`config.mk`:
```
export PLATFORM = sky130hd
export DESIGN_NAME = kernel_user_access_record_table_unit
export DESIGN_NICKNAME = d
export VERILOG_FILES = /design/src/sv/kuart_pkg.sv /design/src/sv/kernel_user_access_record_table_unit.sv
export SDC_FILE = /design/constraint.sdc
export NUM_CORES = 2
export LEC_CHECK = 0
export BUFFER_PORTS_ARGS = -buffer_cell sky130_fd_sc_hd__buf_2
export CAP_MARGIN = 20
export CORE_MARGIN = 2
export CORE_UTILIZATION = 25
export DETAILED_ROUTE_END_ITERATION = 8
export GPL_TIMING_DRIVEN = 0
export RECOVER_POWER = 50
export SLEW_MARGIN = 40
export SYNTH_ARGS = -nofsm -noshare
export SYNTH_HDL_FRONTEND = slang
export SYNTH_SLANG_ARGS = --single-unit
```
`constraint.sdc`:
```
create_clock -name aclk -period 12.47 [get_ports aclk]
set_input_delay 0.6235 -clock aclk [delete_from_list [all_inputs] [get_ports aclk]]
set_output_delay 0.6235 -clock aclk [all_outputs]
set_load 0.02 [all_outputs]
```
`src/sv/kuart_pkg.sv`:
```
// Package for the kernel user-access record table: constants, codes, packing widths.
// No dependencies.
`default_nettype none
package kuart_pkg;
    localparam int unsigned DEFAULT_TABLE_DEPTH = 16;
    localparam int unsigned MAX_OUT             = 16;
    localparam logic [31:0] USER_LIMIT          = 32'h8000_0000;
    localparam logic [31:0] PAGE_MASK           = 32'hFFFF_F000;
    localparam logic [31:0] EXEMPT_RESET        = 32'h02B4_0020;

    localparam logic [1:0] KIND_FAULT   = 2'd0;
    localparam logic [1:0] KIND_RELEASE = 2'd1;
    localparam logic [1:0] KIND_HOLDER  = 2'd2;
    // unused kind: accepted and dropped without a result
    localparam logic [1:0] KIND_NONE    = 2'd3;

    localparam logic REG_TARGET = 1'b0;
    localparam logic REG_EXEMPT = 1'b1;

    localparam int unsigned S_TDATA_W = 136;
    localparam int unsigned M_TDATA_W = 40;
endpackage
`default_nettype wire

```
`src/sv/kernel_user_access_record_table_unit.sv`:
```
// Top level of the kernel user-access record table.
// Depends on kuart_pkg.
//
// channel | dir | tdata (low bit first)                                  | tuser | tlast
// s_      | in  | context_req, thread_block, fault_address, fault_pc,    | kind  | -
//         |     | from_user, protection, is_write, code_rpl, align_check,|       |
//         |     | pte_writable                                           |       |
// m_      | out | violation, double_fetch, recorded, hit, released,      | -     | last
//         |     | released_address                                       |       |
// cfg     | in  | target_context (0), exempt_context (1)                 | -     | -
//
// An item passes through an accept step, a scan that fetches each entry in turn (the
// fetch of one entry overlaps the compare of the one before), and a step that loads
// the final beat into the output register. s_tready stays low until that load, so no
// new item is accepted before the final beat of the last one. A release holds back
// one freed entry so that last lands on the true final beat; the scan stalls while
// an earlier freed beat waits on m_tready, and the final load waits the same way.
// Reset is synchronous; the valid bits clear at once, entry contents are not cleared.
`default_nettype none
module kernel_user_access_record_table_unit
    import kuart_pkg::*;
#(
    parameter int unsigned TABLE_DEPTH = DEFAULT_TABLE_DEPTH
) (
    input  wire logic                   aclk,
    input  wire logic                   aresetn,
    input  wire logic                   s_tvalid,
    output logic                        s_tready,
    // context_req, thread_block, fault_address, fault_pc, from_user, protection,
    // is_write, code_rpl, align_check, pte_writable, zero pad
    input  wire logic [S_TDATA_W-1:0]   s_tdata,
    // kind
    input  wire logic [1:0]             s_tuser,
    output logic                        m_tvalid,
    input  wire logic                   m_tready,
    // violation, double_fetch, recorded, hit, released, released_address, zero pad
    output logic [M_TDATA_W-1:0]        m_tdata,
    output logic                        m_tlast,
    input  wire logic                   cfg_we,
    input  wire logic                   cfg_index,
    input  wire logic [31:0]            cfg_data
);
    localparam int unsigned IW = (TABLE_DEPTH > 1) ? $clog2(TABLE_DEPTH) : 1;
    localparam int unsigned CW = $clog2(TABLE_DEPTH + 1);
    localparam int unsigned OW = $clog2(MAX_OUT + 1);
    localparam logic [CW-1:0] DEPTH_C = CW'(TABLE_DEPTH);

    localparam logic [1:0] ST_IDLE = 2'd0;
    localparam logic [1:0] ST_SCAN = 2'd1;
    localparam logic [1:0] ST_DONE = 2'd2;

    logic [1:0]  state_reg, state_next;
    logic [31:0] target_reg, exempt_reg;
    logic [TABLE_DEPTH-1:0] valid_reg;
    logic [31:0] ent_ctx [TABLE_DEPTH];
    logic [31:0] ent_pc  [TABLE_DEPTH];
    logic [31:0] ent_adr [TABLE_DEPTH];
    logic [31:0] ent_thr [TABLE_DEPTH];
    logic [CW-1:0] used_reg;
    logic [CW-1:0] idx_reg;
    logic [OW-1:0] nout_reg;

    logic [1:0]  kind_reg;
    logic [31:0] ctx_reg, thr_reg, adr_reg, pc_reg;
    logic        wr_reg, pass_reg, dbl_reg, found_reg;
    logic [IW-1:0] free_reg;
    logic [31:0] keep_adr_reg;

    // fetched entry
    logic          rd_live_reg, rd_v_reg;
    logic [IW-1:0] rd_idx_reg;
    logic [31:0]   rd_ctx_reg, rd_pc_reg, rd_adr_reg, rd_thr_reg;

    logic        out_viol_reg, out_dbl_reg, out_rec_reg, out_hit_reg, out_rel_reg;
    logic        out_last_reg;
    logic [31:0] out_adr_reg;

    // unpack input beat
    logic [31:0] i_ctx, i_thr, i_adr, i_pc;
    logic i_user, i_prot, i_wr, i_ac, i_ptew, i_pass;
    logic [1:0] i_rpl;
    assign i_ctx  = s_tdata[31:0];
    assign i_thr  = s_tdata[63:32];
    assign i_adr  = s_tdata[95:64];
    assign i_pc   = s_tdata[127:96];
    assign i_user = s_tdata[128];
    assign i_prot = s_tdata[129];
    assign i_wr   = s_tdata[130];
    assign i_rpl  = s_tdata[132:131];
    assign i_ac   = s_tdata[133];
    assign i_ptew = s_tdata[134];
    assign i_pass = (i_ctx == target_reg) && (i_adr < USER_LIMIT) && i_prot &&
                    !(i_wr && !i_ptew) && !i_user && (i_rpl != 2'd3) && !i_ac;

    logic is_fault, is_hold, is_rel, in_take;
    assign is_fault = (kind_reg == KIND_FAULT);
    assign is_hold  = (kind_reg == KIND_HOLDER);
    assign is_rel   = (kind_reg == KIND_RELEASE);
    assign s_tready = (state_reg == ST_IDLE);
    assign in_take  = s_tvalid && s_tready && (s_tuser != KIND_NONE);

    // shared compare unit on the most recently fetched entry
    logic c_dbl, c_free, c_hold, c_rel;
    assign c_dbl  = rd_live_reg && rd_v_reg && (rd_adr_reg == adr_reg) &&
                    (rd_pc_reg != pc_reg) && !wr_reg;
    assign c_free = rd_live_reg && !rd_v_reg;
    assign c_hold = rd_live_reg && rd_v_reg && !found_reg &&
                    ((rd_adr_reg & PAGE_MASK) == (adr_reg & PAGE_MASK)) &&
                    (rd_thr_reg == thr_reg);
    assign c_rel  = rd_live_reg && rd_v_reg && (ctx_reg != exempt_reg) &&
                    (nout_reg < OW'(MAX_OUT)) &&
                    (((rd_ctx_reg == ctx_reg) && (rd_thr_reg == thr_reg)) ||
                     (rd_thr_reg == 32'd0));

    // scan sequencing
    logic out_free, scan_stall, advance, fetch, scan_end, rel_emit, done_emit;
    logic take_fault, take_hold, take_rel, clr_en, rec_en;
    logic [IW-1:0] fetch_idx;
    assign out_free   = !m_tvalid || m_tready;
    assign scan_stall = is_rel && c_rel && found_reg && !out_free;
    assign advance    = (state_reg == ST_SCAN) && !scan_stall;
    assign fetch      = advance && (idx_reg != DEPTH_C);
    assign scan_end   = advance && (idx_reg == DEPTH_C);
    assign rel_emit   = advance && is_rel && c_rel && found_reg;
    assign done_emit  = (state_reg == ST_DONE) && out_free;
    assign take_fault = advance && is_fault && c_free && !found_reg;
    assign take_hold  = advance && is_hold && c_hold;
    assign take_rel   = advance && is_rel && c_rel;
    assign clr_en     = take_hold || take_rel;
    assign rec_en     = done_emit && is_fault && pass_reg && !dbl_reg && !wr_reg &&
                        found_reg && (used_reg < DEPTH_C);
    assign fetch_idx  = idx_reg[IW-1:0];

    always_comb begin
        state_next = state_reg;
        unique case (state_reg)
            ST_IDLE: if (in_take) state_next = ST_SCAN;
            ST_SCAN: if (scan_end) state_next = ST_DONE;
            ST_DONE: if (done_emit) state_next = ST_IDLE;
            default: state_next = ST_IDLE;
        endcase
    end

    // fields of the next result beat
    logic        beat_viol, beat_dbl, beat_rec, beat_hit, beat_rel, beat_last;
    logic [31:0] beat_adr;
    always_comb begin
        beat_viol = 1'b0;
        beat_dbl  = 1'b0;
        beat_rec  = 1'b0;
        beat_hit  = 1'b0;
        beat_rel  = found_reg;
        beat_adr  = found_reg ? keep_adr_reg : 32'd0;
        beat_last = 1'b1;
        if (rel_emit) begin
            // a newer freed entry follows this one
            beat_last = 1'b0;
        end else if (is_fault) begin
            beat_viol = pass_reg;
            beat_dbl  = pass_reg && dbl_reg;
            beat_rec  = rec_en;
            beat_rel  = 1'b0;
            beat_adr  = 32'd0;
        end else if (is_hold) begin
            beat_hit = found_reg;
        end
    end

    assign m_tdata = {3'd0, out_adr_reg, out_rel_reg, out_hit_reg, out_rec_reg,
                      out_dbl_reg, out_viol_reg};
    assign m_tlast = out_last_reg;

    // control, table bookkeeping and output valid
    always_ff @(posedge aclk) begin
        if (!aresetn) begin
            state_reg   <= ST_IDLE;
            target_reg  <= 32'd0;
            exempt_reg  <= EXEMPT_RESET;
            valid_reg   <= '0;
            used_reg    <= '0;
            idx_reg     <= '0;
            nout_reg    <= '0;
            rd_live_reg <= 1'b0;
            dbl_reg     <= 1'b0;
            found_reg   <= 1'b0;
            m_tvalid    <= 1'b0;
        end else begin
            state_reg <= state_next;
            if (cfg_we) begin
                if (cfg_index == REG_TARGET) target_reg <= cfg_data;
                else                         exempt_reg <= cfg_data;
            end
            // free on release or holder hit, fill on a recorded read
            if (clr_en) begin
                valid_reg[rd_idx_reg] <= 1'b0;
                used_reg <= used_reg - CW'(1);
            end else if (rec_en) begin
                valid_reg[free_reg] <= 1'b1;
                used_reg <= used_reg + CW'(1);
            end
            // restart the scan on a new item, else advance one entry
            if (in_take) begin
                idx_reg     <= '0;
                nout_reg    <= '0;
                rd_live_reg <= 1'b0;
                dbl_reg     <= 1'b0;
                found_reg   <= 1'b0;
            end else if (advance) begin
                if (fetch) idx_reg <= idx_reg + CW'(1);
                rd_live_reg <= fetch;
                if (take_rel) nout_reg <= nout_reg + OW'(1);
                if (is_fault && c_dbl) dbl_reg <= 1'b1;
                if (take_fault || take_hold || take_rel) found_reg <= 1'b1;
            end
            // load a beat or drop valid once taken
            if (rel_emit || done_emit) m_tvalid <= 1'b1;
            else if (m_tready)         m_tvalid <= 1'b0;
        end
    end

    // item capture, scan results and output fields
    always_ff @(posedge aclk) begin
        if (in_take) begin
            kind_reg <= s_tuser;
            ctx_reg  <= i_ctx;
            thr_reg  <= i_thr;
            adr_reg  <= i_adr;
            pc_reg   <= i_pc;
            wr_reg   <= i_wr;
            pass_reg <= i_pass;
        end
        if (take_fault) free_reg <= rd_idx_reg;
        if (take_hold || take_rel) keep_adr_reg <= rd_adr_reg;
        if (rel_emit || done_emit) begin
            out_viol_reg <= beat_viol;
            out_dbl_reg  <= beat_dbl;
            out_rec_reg  <= beat_rec;
            out_hit_reg  <= beat_hit;
            out_rel_reg  <= beat_rel;
            out_adr_reg  <= beat_adr;
            out_last_reg <= beat_last;
        end
    end

    // table storage: write on record, fetch one entry per scan cycle unless the scan stalls
    always_ff @(posedge aclk) begin
        if (rec_en) begin
            ent_ctx[free_reg] <= ctx_reg;
            ent_pc[free_reg]  <= pc_reg;
            ent_adr[free_reg] <= adr_reg;
            ent_thr[free_reg] <= thr_reg;
        end
        if (fetch) begin
            rd_idx_reg <= fetch_idx;
            rd_v_reg   <= valid_reg[fetch_idx];
            rd_ctx_reg <= ent_ctx[fetch_idx];
            rd_pc_reg  <= ent_pc[fetch_idx];
            rd_adr_reg <= ent_adr[fetch_idx];
            rd_thr_reg <= ent_thr[fetch_idx];
        end
    end
endmodule
`default_nettype wire

```
-- Word-level counts from Yosys, hierarchy flattened
Memory sizes are Yosys's and may differ from the RTL's. A register that Yosys moved wholly into a read port is not among the register bits.
Index checks and enable logic that the tools add are counted.
- output and inout port bits: 43
- memory bits (writable): 2048
- flip-flop bits (word level): 312
- memories: 4
- memory list (memory ; depth ; width ; rd ports ; clocked after memory_dff ; wr ports ; RTL line ; RTL):
    ent_adr ; 16 ; 32 ; 1 ; 1 ; 1 ; kernel_user_access_record_table_unit.sv:57 ; logic [31:0] ent_adr [TABLE_DEPTH];
    ent_ctx ; 16 ; 32 ; 1 ; 1 ; 1 ; kernel_user_access_record_table_unit.sv:55 ; logic [31:0] ent_ctx [TABLE_DEPTH];
    ent_pc ; 16 ; 32 ; 1 ; 1 ; 1 ; kernel_user_access_record_table_unit.sv:56 ; logic [31:0] ent_pc [TABLE_DEPTH];
    ent_thr ; 16 ; 32 ; 1 ; 1 ; 1 ; kernel_user_access_record_table_unit.sv:58 ; logic [31:0] ent_thr [TABLE_DEPTH];
- magnitude comparators: 8
- $add $sub $neg: 4
- reductions and logical operators: 78
- bitwise gates (word level): 7
- equal/unequal tests: 18
- multiplexer cells: 24
- operators with widths (operator ; number):
    $eq A32 B32 Y1 ; 4
    $mux W32 ; 3
    $ne A32 B32 Y1 ; 2
    $logic_and A1 B1 Y1 ; 46
    $logic_not A32 Y1 ; 1
    $lt A32 B32 Y1 const B ; 1
    $mux W16 ; 2
    $eq A20 B20 Y1 ; 1
    $and A16 B16 Y16 ; 1
    $not A16 Y16 ; 1
    $or A16 B16 Y16 ; 1
    $add A5 B1 Y5 const B ; 3
    $lt A4 B5 Y1 const B ; 3
    $reduce_and A2 Y1 ; 6
    $logic_not A1 Y1 ; 11
    $lt A5 B5 Y1 const B ; 2
    $mux W1 ; 10
    $mux W5 ; 2
    $demux W1 S4 ; 2
    $ge A4 B1 Y1 const B ; 2
    $ne A2 B2 Y1 const B ; 4
    $logic_or A1 B1 Y1 ; 6
    $mux W2 ; 3
    $pmux W2 S3 ; 1
    other kinds (13) ; 21

-- Longest topological paths before layout
- depth after elaboration: 15
- gate-level depth with buffers: 12

-- Worst setup path after synthesis
Ideal clock, no wire load.
- path type: register -> register
- start: register ctx_reg[28]
- end: register idx_reg[0]
- required time: 12.365 ns
- stages on the path, launching flop included: 8
- period minus slack after synthesis: 12.113 ns
- slack: 0.357 ns
- setup time: 0.105 ns
- path buffers: 0
- arrival time: 12.008 ns
- cells stage by stage: edfxtp_1 xor2_1 nor4_1 nand4_1 o211a_1 a21boi_0 nor3_1 mux2_2
- word-level cells in the longest chain between the ends: 11
- elaborated cells on any way between the ends: 14
- ends and longest elaborated chain (what ; RTL line ; RTL):
    start: declaration ; kernel_user_access_record_table_unit.sv:64 ; logic [31:0] ctx_reg, thr_reg, adr_reg, pc_reg;
    start signal: assignment ; kernel_user_access_record_table_unit.sv:225 ; ctx_reg <= i_ctx;
    $ne A32 B32 Y1 or $eq A32 B32 Y1 (tied branches) ; kernel_user_access_record_table_unit.sv:110, kernel_user_access_record_table_unit.sv:112 ;
    $logic_and A1 B1 Y1, on equally long branches ; kernel_user_access_record_table_unit.sv:110, kernel_user_access_record_table_unit.sv:112 ;
    $logic_and A1 B1 Y1 or $logic_or A1 B1 Y1 (tied branches) ; kernel_user_access_record_table_unit.sv:110, kernel_user_access_record_table_unit.sv:112 ;
    $logic_and A1 B1 Y1 * ; kernel_user_access_record_table_unit.sv:111 ; (nout_reg < OW'(MAX_OUT)) &&
    $logic_and A1 B1 Y1 * (3 in a row) ; kernel_user_access_record_table_unit.sv:120 ; assign scan_stall = is_rel && c_rel && found_reg && !out_free;
    $logic_not A1 Y1 * ; kernel_user_access_record_table_unit.sv:121 ; assign advance = (state_reg == ST_SCAN) && !scan_stall;
    $logic_and A1 B1 Y1 * ; kernel_user_access_record_table_unit.sv:121 ;
    $logic_and A1 B1 Y1 * ; kernel_user_access_record_table_unit.sv:122 ; assign fetch = advance && (idx_reg != DEPTH_C);
    named net fetch ; kernel_user_access_record_table_unit.sv:116 ; logic out_free, scan_stall, advance, fetch, scan_end, rel_emit, done_emit;
    $reduce_and A2 Y1 (no line) * ; n/a ;
    end signal: assignment ; kernel_user_access_record_table_unit.sv:209 ; if (fetch) idx_reg <= idx_reg + CW'(1);
    end: declaration ; kernel_user_access_record_table_unit.sv:60 ; logic [CW-1:0] idx_reg;
Mark *: on every way through the listed nets, which the timed path passes. The rest lies on a longest branch.
A chain may end at the register's enable or synchronous reset.

-- Final worst setup path
- start: register state_reg[0]
- end: register pc_reg[15] (enable)
- word-level cells in the longest chain between the ends: 3
- ends and longest elaborated chain (what ; RTL line ; RTL):
    start: declaration ; kernel_user_access_record_table_unit.sv:52 ; logic [1:0] state_reg, state_next;
    start signal: assignment ; kernel_user_access_record_table_unit.sv:188 ; state_reg <= state_next;
    $logic_not A2 Y1 ; kernel_user_access_record_table_unit.sv:99 ; assign s_tready = (state_reg == ST_IDLE);
    $logic_and A1 B1 Y1 (2 in a row) ; kernel_user_access_record_table_unit.sv:100 ; assign in_take = s_tvalid && s_tready && (s_tuser != KIND_NONE);
    named net in_take ; kernel_user_access_record_table_unit.sv:95 ; logic is_fault, is_hold, is_rel, in_take;
    end signal: assignment ; kernel_user_access_record_table_unit.sv:228 ; pc_reg <= i_pc;
    end: declaration ; kernel_user_access_record_table_unit.sv:64 ;
The timed path passes the listed nets, and every way through them passes these cells.

==> flow_metrics.py <==
metrics = {
    "status": {
        "status": "finished with violations",
        "violations": "capacitance limit, slew limit",
    },
    "drt": {
        "drt_wl_total_mm": 260,
        "highest_layer": "met5",
        "vias": 45600,
        "met3_length_mm": 16.7,
        "drc_errors": 0,
        "m1WireLength_mm": 101,
        "drt_iter0_markers": 5441,
        "postRouteAntennaNets": 0,
        "wl_per_cell_um": 25.9,
        "wl_met2_mm": 134,
        "drtPass1Iterations": 5,
        "viasPerCell": 4.54,
    },
    "setup_path": {
        "crit_fanout": 48,
        "cp.arrival_ns": 8.50,
        "startpoint_type": "flip-flop",
        "end_kind": "flip-flop",
        "ff2ff_path_depth": 5,
        "regToRegSetupSlack_ns": 4.34,
        "crit_type": "reg -> reg",
        "reg2reg_to": "pc_reg[15]",
        "regToRegStartpoint": "state_reg[0]",
        "critPathLaunch": "state_reg[0]",
        "required_ns": 12.84,
    },
    "final_layout": {
        "layout_commonest_cell": "edfxtp_1",
        "layout.nets": 5058,
        "num-fill-cells": 35400,
        "final_cell_mix": "edfxtp_1 (2387), mux4_2 (645), clkbuf_1 (244), clkbuf_16 (229), buf_2 (150)",
        "syn2layout_area_growth_pct": 22.3,
        "multi_input_comb_area_sq_um": 19300,
        "final_layout_size_suffix_gt1_frac": 0.292,
        "seq_area_sq_um": 73700,
    },
    "timing": {
        "grt_setup_unrepaired": "no",
        "max_slew_margin": -1.82,
        "skew_ns": 0.0858,
        "worst_slack_ns": 4.34,
        "worst_slew_pin_slew_ns": 4.24,
        "fin_setup_tns_ns": 0,
        "fin_crit_ns": 8.13,
        "slew_viol_final": 113,
        "fmaxAchievable_mhz": 123,
        "finalCritPeriodShare": 0.652,
        "finalHoldViolations": 0,
        "setup_viol": 0,
    },
    "clock_tree": {
        "cts_tree": "built",
        "clkTransAtPathRegs_ns": 0.07,
        "post-cts-setup-buffers": 0,
        "cts-buffers-inserted": 226,
        "clock_latency_ns": 0.91,
        "cts_hold_buf": 116,
        "ctsResizeCount": 0,
        "cts_buffer_depth": 4,
        "numClockSinks": 2488,
        "h-tree-depth": 4,
        "cts_root_buffer": "clkbuf_16",
    },
    "floorplan": {
        "die_x_um": 616,
        "die_h_um": 616,
        "dieArea_sq_um": 380000,
        "initial_core_util": 0.251,
        "design.core.area_sq_um": 372000,
        "top_level_ports": 219,
        "row_count": 224,
    },
    "yosys": {
        "synthCells": 4058,
        "synth-edff-count": 2387,
        "ys_ff_latch": 2488,
        "yosysUniqueCellTypes": 58,
        "syn_area_per_cell_sq_um": 23.1,
        "synthFlopType": "edfxtp_1",
        "ys_warn_count": 0,
        "ys_seq_area_frac": 0.787,
        "synth_area_sq_um": 93700,
        "ys_async_sr_fraction": 0,
    },
    "global_route": {
        "grt_usage": 0.134,
        "grt_pass1_vias": 46900,
        "grt_pass1_wl_mm": 364,
        "grt_max_degree": 49,
        "overflow": 0,
        "antenna_found_initial": 46,
    },
    "power": {
        "irDropWorstVdd_v": 0.000104,
        "power_density_nw_per_um2": 148,
        "cellLeakagePower_nw": 34.7,
    },
    "worst_hold_path": {
        "hold_class": "in -> reg",
        "min_from": "cfg_data[26]",
        "holdPathStages": 3,
        "holdPathEnd": "exempt_reg[26]",
    },
    "flow_run": {
        "drv_cap": 4,
    },
    "place": {
        "io_buffers": 214,
        "gp_congestion": 0.801,
        "pre_cts_ws_ns": 7.48,
        "dp_hpwl_mm": 180,
    },
}
final cells by class:
| cell class | instances | share of cell area |
|---|---|---|
| Sequential cell | 2488 | 0.644 |
| Multi-Input combinational cell | 1370 | 0.169 |
| Timing Repair Buffer | 587 | 0.0619 |
| Tap cell | 4972 | 0.0543 |
| Clock buffer | 278 | 0.0519 |
| Clock inverter | 121 | 0.0108 |
| Buffer | 191 | 0.00793 |
| Antenna cell | 23 | 0.000503 |
| Inverter | 11 | 0.000372 |
critical path, cell delays in order, from the launching register on:
cell        delay [ns]
dfxtp_1           0.35
nor2_1            0.43
nand3_1           0.50
clkinvlp_2        1.00
clkbuf_1          2.00
clkbuf_1          3.06
report_power, final:
part / internal [W] / switching (W) / leakage [nW]
logic: 0.000284 / 0.000350 / 8.84
clock network: 0.00385 / 0.00306 / 3.50
registers: 0.00923 / 0.000143 / 22.4
total: 0.0134 / 0.00356 / 34.7
routing by layer:
layer | vias up | global-route usage
met5 | - | 0
met4 | 8 | 0.0464
met3 | 426 | 0.0199
met2 | 1865 | 0.238
met1 | 24600 | 0.167
li1 | 18700 | -
worst max-delay path by stage:
stage                             end  slack (ns)  cells past startpoint
after detailed placement  used_reg[4]        7.48                     12
after CTS                 used_reg[4]        7.51                     12
after global placement     idx_reg[0]      -15.08                      9
after global routing       pc_reg[15]        3.94                      5
after floorplan            idx_reg[0]        0.36                      7
final                      pc_reg[15]        4.34                      5
synthesized netlist by cell type, types with 4 or more instances:
cell,count,area (sq um)
edfxtp_1,2387,71700
mux4_2,645,14500
nand2_1,149,559
clkbuf_1,115,432
xor2_1,103,902
dfxtp_1,101,2020
xnor2_1,92,806
a21oi_1,69,345
nor2_1,51,191
nor4_1,40,250
nand4_1,36,225
and2_1,35,219
buf_2,34,170
buf_1,32,120
nand3_1,22,110
o21ai_0,15,75.1
nor3_1,14,70.1
buf_4,10,75.1
inv_1,9,33.8
nor2b_1,9,56.3
nand2b_1,8,50.1
o221a_2,7,78.8
ha_1,6,75.1
a31oi_1,5,31.3
mux2i_1,5,50.1
nand3b_1,5,37.5
or2_2,5,31.3
o21ai_2,4,35.0
o221a_1,4,45.0
through the flow:
step | utilization | instance area, sq um | hold WS (ns) | total power (W) | instances
6_report | 0.307 | 114000 | 0.0380 | 0.0169 | 10000
5_1_grt | 0.307 | 114000 | 0.0248 | 0.0174 | 10000
4_1_cts | 0.308 | 115000 | 0.000669 | 0.0171 | 10000
3_5_place_dp | 0.285 | 106000 | 0.415 | 0.0102 | 9500
3_3_place_gp | 0.271 | 101000 | 0.414 | 0.0102 | 9246
2_1_floorplan | - | 93700 | 0.406 | 0.00987 | 4060
kinds of logic (layout without fill, tap and decap cells):
kind of cell	Yosys count	in the layout	synth area share
flops	2488	2488	0.787
mux	651	651	0.156
simple gates	392	392	0.0209
buf+inv	202	1188	0.00895
xor+xnor	195	195	0.0182
compound gates	122	122	0.00808
fa+ha+maj	7	7	0.00102
other cells	1	26	0.0000400
Power figures use the tool's default switching activity.
